$ cat config.mk
export PLATFORM = sky130hd
export DESIGN_NAME = tcw_ctrl
export DESIGN_NICKNAME = d
export VERILOG_FILES = /design/src/hw/rtl/tcw_pkg.sv /design/src/hw/rtl/tcw_ctrl.sv
export VERILOG_INCLUDE_DIRS = /design/src /design/src/hw/rtl
export SDC_FILE = /design/constraint.sdc
export NUM_CORES = 1
export LEC_CHECK = 0
export BUFFER_PORTS_ARGS = -buffer_cell sky130_fd_sc_hd__buf_2
export CORE_AREA = 2 2 39 41
export DETAILED_ROUTE_END_ITERATION = 10
export DIE_AREA = 0 0 41 43
export HOLD_SLACK_MARGIN = 0.1
export PLACE_DENSITY = 0.55
export SETUP_SLACK_MARGIN = 0.15
export SLEW_MARGIN = 0
export SYNTH_ARGS = -nofsm -noshare
export SYNTH_HDL_FRONTEND = slang
export SYNTH_SLANG_ARGS = --single-unit
export TNS_END_PERCENT = 50
$ cat constraint.sdc
create_clock -name clk_i -period 2.05 [get_ports clk_i]
set_input_delay 0 -clock clk_i [delete_from_list [all_inputs] [get_ports clk_i]]
set_output_delay 0 -clock clk_i [all_outputs]
set_load 0.02 [all_outputs]
$ cat src/hw/rtl/text_console_writer_assert.svh
// ----------------------------------------------------------------------------
// Text console writer assertion macros
// Concurrent assertion wrappers; they compile to nothing under SYNTHESIS.
// ----------------------------------------------------------------------------
`ifndef TEXT_CONSOLE_WRITER_ASSERT_SVH
`define TEXT_CONSOLE_WRITER_ASSERT_SVH

`ifndef SYNTHESIS

// Check a property on every clock edge outside reset.
`define TCW_ASSERT(lbl, clk, rstn, prop) \
  lbl: assert property (@(posedge clk) disable iff (!rstn) (prop)) \
    else $error("tcw assertion failed");

// Check that a condition is followed by a consequence in the next cycle.
`define TCW_ASSERT_NEXT(lbl, clk, rstn, ante, cons) \
  lbl: assert property (@(posedge clk) disable iff (!rstn) (ante) |=> (cons)) \
    else $error("tcw assertion failed");

`else

`define TCW_ASSERT(lbl, clk, rstn, prop)
`define TCW_ASSERT_NEXT(lbl, clk, rstn, ante, cons)

`endif

`endif

$ cat src/hw/rtl/tcw_pkg.sv
// ----------------------------------------------------------------------------
// Text console writer package
// Geometry, codes, transaction payloads and controller/datapath interface.
// ----------------------------------------------------------------------------
package tcw_pkg;

  // Screen geometry
  localparam int unsigned COLUMNS    = 80;
  localparam int unsigned ROWS       = 25;
  localparam int unsigned CELL_COUNT = COLUMNS * ROWS;
  localparam int unsigned MOVE_COUNT = COLUMNS * (ROWS - 1);
  localparam int unsigned ADDR_W     = $clog2(CELL_COUNT);

  // Field widths
  localparam int unsigned KIND_W  = 2;
  localparam int unsigned CHAR_W  = 8;
  localparam int unsigned INDEX_W = 11;
  localparam int unsigned CELL_W  = 16;
  localparam int unsigned ROW_W   = 5;
  localparam int unsigned COL_W   = 7;
  localparam int unsigned ATTR_W  = 8;

  localparam int unsigned TAB_STOP = 8;

  // Character codes
  localparam logic [CHAR_W-1:0] CHAR_BS    = 8'h08;
  localparam logic [CHAR_W-1:0] CHAR_TAB   = 8'h09;
  localparam logic [CHAR_W-1:0] CHAR_LF    = 8'h0A;
  localparam logic [CHAR_W-1:0] CHAR_CR    = 8'h0D;
  localparam logic [CHAR_W-1:0] CHAR_SPACE = 8'h20;

  localparam logic [ATTR_W-1:0] ATTR_RESET = 8'h0F;

  // Register port
  localparam int unsigned APB_ADDR_W  = 3;
  localparam int unsigned APB_DATA_W  = 32;
  localparam int unsigned REG_IDX_LSB = 2;
  localparam int unsigned REG_IDX_W   = APB_ADDR_W - REG_IDX_LSB;

  typedef enum logic [REG_IDX_W-1:0] {
    REG_TEXT_ATTRIBUTE = '0
  } reg_idx_e;

  typedef enum logic [KIND_W-1:0] {
    KIND_PUT   = 2'd0,
    KIND_CLEAR = 2'd1,
    KIND_READ  = 2'd2
  } kind_e;

  typedef struct packed {
    kind_e               kind;
    logic [CHAR_W-1:0]   char_code;
    logic [INDEX_W-1:0]  cell_index;
  } in_t;

  typedef struct packed {
    logic [CELL_W-1:0] cell_value;
    logic [ROW_W-1:0]  cursor_row;
    logic [COL_W-1:0]  cursor_column;
    logic              scrolled;
  } out_t;

  typedef enum logic [2:0] {
    ST_IDLE,
    ST_READ,
    ST_MOVE,
    ST_MOVE_LAST,
    ST_FILL
  } state_e;

  typedef enum logic [1:0] {
    OP_NONE,
    OP_MOVE,
    OP_MOVE_LAST,
    OP_FILL
  } sweep_op_e;

  // Controller to datapath
  typedef struct packed {
    logic      take;         // input transaction accepted this cycle
    logic      sweep_rst;    // restart the sweep counter at zero
    sweep_op_e op;           // sweep operation for this cycle
    logic      load_read;    // result carries the cell read last cycle
    logic      load_result;  // load the output register
  } dp_cmd_t;

  // Datapath to controller
  typedef struct packed {
    kind_e kind;      // kind of the pending input transaction
    logic  scroll;    // pending put scrolls the screen
    logic  move_end;  // sweep at the last source row cell
    logic  fill_end;  // sweep at the last cell of the screen
  } dp_stat_t;

endpackage

$ cat src/hw/rtl/tcw_ctrl.sv
// ----------------------------------------------------------------------------
// Text console writer controller
// Sequences puts, reads, scroll sweeps and clear sweeps; owns result valid.
// ----------------------------------------------------------------------------
`include "text_console_writer_assert.svh"

module tcw_ctrl import tcw_pkg::*; (
  input  logic     clk_i,
  input  logic     rst_ni,
  input  logic     in_valid_i,
  output logic     in_ready_o,
  output logic     out_valid_o,
  input  logic     out_ready_i,
  input  dp_stat_t stat_i,
  output dp_cmd_t  cmd_o
);

  state_e  state_q, state_d;
  logic    out_valid_q, out_valid_d;
  logic    in_ready;
  dp_cmd_t cmd;

  always_ff @(posedge clk_i or negedge rst_ni) begin
    if (!rst_ni) begin
      state_q     <= ST_IDLE;
      out_valid_q <= 1'b0;
    end else begin
      state_q     <= state_d;
      out_valid_q <= out_valid_d;
    end
  end

  always_comb begin
    state_d  = state_q;
    cmd      = '0;
    in_ready = 1'b0;
    case (state_q)
      ST_IDLE: begin
        // take a new transaction once the result slot is free or being freed
        in_ready = !out_valid_q || out_ready_i;
        if (in_valid_i && in_ready) begin
          cmd.take = 1'b1;
          case (stat_i.kind)
            KIND_PUT: begin
              if (stat_i.scroll) begin
                cmd.sweep_rst = 1'b1;
                state_d       = ST_MOVE;
              end else begin
                cmd.load_result = 1'b1;
              end
            end
            KIND_CLEAR: begin
              cmd.sweep_rst = 1'b1;
              state_d       = ST_FILL;
            end
            KIND_READ: begin
              state_d = ST_READ;
            end
            default: begin
              cmd.load_result = 1'b1;
            end
          endcase
        end
      end
      ST_READ: begin
        cmd.load_read   = 1'b1;
        cmd.load_result = 1'b1;
        state_d         = ST_IDLE;
      end
      ST_MOVE: begin
        cmd.op = OP_MOVE;
        if (stat_i.move_end) begin
          state_d = ST_MOVE_LAST;
        end
      end
      ST_MOVE_LAST: begin
        cmd.op  = OP_MOVE_LAST;
        state_d = ST_FILL;
      end
      ST_FILL: begin
        cmd.op = OP_FILL;
        if (stat_i.fill_end) begin
          cmd.load_result = 1'b1;
          state_d         = ST_IDLE;
        end
      end
      default: begin
        state_d = ST_IDLE;
      end
    endcase
  end

  always_comb begin
    if (cmd.load_result) begin
      out_valid_d = 1'b1;
    end else if (out_ready_i) begin
      out_valid_d = 1'b0;
    end else begin
      out_valid_d = out_valid_q;
    end
  end

  assign in_ready_o  = in_ready;
  assign out_valid_o = out_valid_q;
  assign cmd_o       = cmd;

  `TCW_ASSERT(a_no_result_overwrite, clk_i, rst_ni, cmd.load_result |-> (!out_valid_q || out_ready_i))
  `TCW_ASSERT_NEXT(a_clear_fills, clk_i, rst_ni, cmd.take && stat_i.kind == KIND_CLEAR, state_q == ST_FILL)
  `TCW_ASSERT_NEXT(a_move_then_fill, clk_i, rst_ni, state_q == ST_MOVE_LAST, state_q == ST_FILL)

endmodule

==> out/qor.csv <==
metric;value;unit
outcome;finished, final reports clean;
rsz0062_at_grt;false;
dieArea;1760;µm²
path_max_fanout;7;
die_w;41;µm
slew_headroom;80.8;%
worst_setup_path_end_kind;flip-flop;
yosysUniqueCellTypes;25;
sequentialPowerShare;24.6;%
leakage;0.277;nW
clock_power_share;14.5;%
postLayoutCellArea;533;µm²
start_util;26.7;%
synth_flop_cell;dfrtp_1;
worst_slack;0.492;ns
cts_buffer_depth;2;
synthArstFlopShare;100;%
drt-initial-drc-count;8;
period_minus_slack;1.56;ns
report.final.slew_viol_count;0;
synth_seq_cells;4;
viasPerCell;4.57;
grt-ovfl-total;0;
path_class;reg2reg;
placed_cell_area;450;µm²
arrival;1.73;ns
first_pass_iters;4;
holdWs;0.164;ns
grt_max_degree;10;
p_per_area;1240;nW/µm²
p_int;0.345;mW
rows;14;
critPathLaunchType;flip-flop;
vdd_drop_max;0.451;mV
clock_latency;0.23;ns
max_freq;0.642;GHz
die_h;43;µm
diodes;0;
fin_crit_sh;76.0;%
drive_gt1_share;37.9;%
netlist_instances;43;
grt_pass1_wl;1320;µm
ys_warn_count;0;
htree_levels;1;
drc;0;
setup_viol;0;
cts_made_buffers;3;
clk_pin_slew;0.04;ns
layout_commonest_cell;buf_2;
cts_tree;built;
io_buffer_count;16;
antenna_found_initial;0;
yosysSeqAreaShare;27.1;%
grt_pass1_vias;311;
tns;0;ns
hold_path.class;in2reg;
sw_frac_of_total;47.9;%
syn-num-nets;55;
place_ws;0.865;ns
grtUsageMet1;14.5;%
root_buffer;clkbuf_4;
wirelength;783;µm
gp_congestion;0.722;
final_cell_mix;buf_2 (16), dlygate4sd3_1 (6), nand2_1 (5);
syn_area_per_cell;8.58;µm²
power_frac_comb;60.8;%
dp_hpwl;627;µm
synth_edf_count;0;
core-area;1380;µm²
cp.required;2.22;ns
hold_violations;0;
p_sw;0.317;mW
use_met3;6.81;%
nNetsFinal;80;
n_fill_cell;149;
met2_usage;15.9;%
clock-sinks;4;
synth_area;369;µm²
wire_per_inst;9.55;µm
antenna_left;0;
num_vias;375;
drv_cap;0;
io-pin-count;17;
fin_skew;0.00537;ns
worst_slew_pin_slew;0.289;ns
syn_to_final_growth;44.4;%
top_usage_layer;met2;
cts_resized;0;
gr-usage-all-layers;11.3;%
==> sequential cells by signal, indices dropped and copies added, names as in the netlist <==
signal,count
out_valid_o,1
state_q,3
==> final timing paths <==
kind	start	to	slack [ns]	cells after the start
min in group asynchronous	rst_ni	out_valid_o$_DFFE_PN0P_	0.66	3
worst min-delay path	stat_i[2]	out_valid_o$_DFFE_PN0P_	0.16	4
max in group asynchronous	rst_ni	state_q[1]$_DFFE_PN0P_	1.22	3
worst max register to register	state_q[2]$_DFFE_PN0P_	state_q[0]$_DFFE_PN0P_	0.49	4
worst max-delay path	state_q[2]$_DFFE_PN0P_	state_q[0]$_DFFE_PN0P_	0.49	4
worst min register to register	state_q[1]$_DFFE_PN0P_	state_q[1]$_DFFE_PN0P_	0.68	2
==> layout make-up <==
class / count / area (µm²) / area share (%)
multi-input cells: 34 / 239 / 44.8
repair buffers: 22 / 140 / 26.3
flip-flops and latches: 4 / 100 / 18.8
clock buffers: 3 / 22.5 / 4.23
well taps: 16 / 20.0 / 3.76
inverters: 3 / 11.3 / 2.11
==> worst max-delay path, stage by stage, from the launching register on <==
cell and delay [ns]:
dfrtp_1 0.46, nor2_2 0.19, nand4_1 0.15, o21ai_1 0.15
dlygate4sd3_1 0.55
==> cell usage after synthesis (2+ instances only) <==
master	number	area share (%)
nand2b_1	3	5.1
nor2_1	4	4.1
inv_1	3	3.1
ha_1	3	10
o21ai_1	2	2.7
nand2_1	5	5.1
dfrtp_1	4	27
nand3_1	2	2.7
==> through the flow <==
step,cells,power (mW),utilization (%)
global placement,73,0.553,32.5
CTS,82,0.675,38.5
global route,82,0.727,38.5
floorplan,43,0.473,-
detailed placement,73,0.556,32.5
finish,82,0.662,38.5
==> power groups by stage <==
stage          Sequential (mW)  Clock [mW]  Combinational (mW)
6_report                 0.163      0.0962               0.403
5_1_grt                  0.172       0.111               0.444
2_1_floorplan            0.153           0               0.320
3_3_place_gp             0.163           0               0.390
4_1_cts                  0.164       0.103               0.408
3_5_place_dp             0.165           0               0.391
==> layer usage <==
metal  wire length, µm  share of wire, %
met3                71               9.1
met1               328                42
met5                 0                 0
met4                 0                 0
met2               383                49
==> cells by family (layout without fill, tap and decap cells) <==
| kind of cell | Yosys count | count (layout) | share of synthesized area (%) |
|---|---|---|---|
| DFF | 4 | 4 | 27.1 |
| and+or+nand+nor | 24 | 24 | 39.0 |
| xor gates and xnor gates | 1 | 1 | 2.37 |
| buffers and inverters | 5 | 28 | 8.14 |
| AOI/OAI and AO/OA | 6 | 6 | 13.2 |
| adders and majority gates | 3 | 3 | 10.2 |
==> what timing repair did <==
action,in CTS,in global routing
endpoints found under the hold margin,7,0
endpoints found under the setup margin,0,0
hold buffers,6,0
setup buffers,0,0
Note: power is estimated with default switching activity, not from simulation.
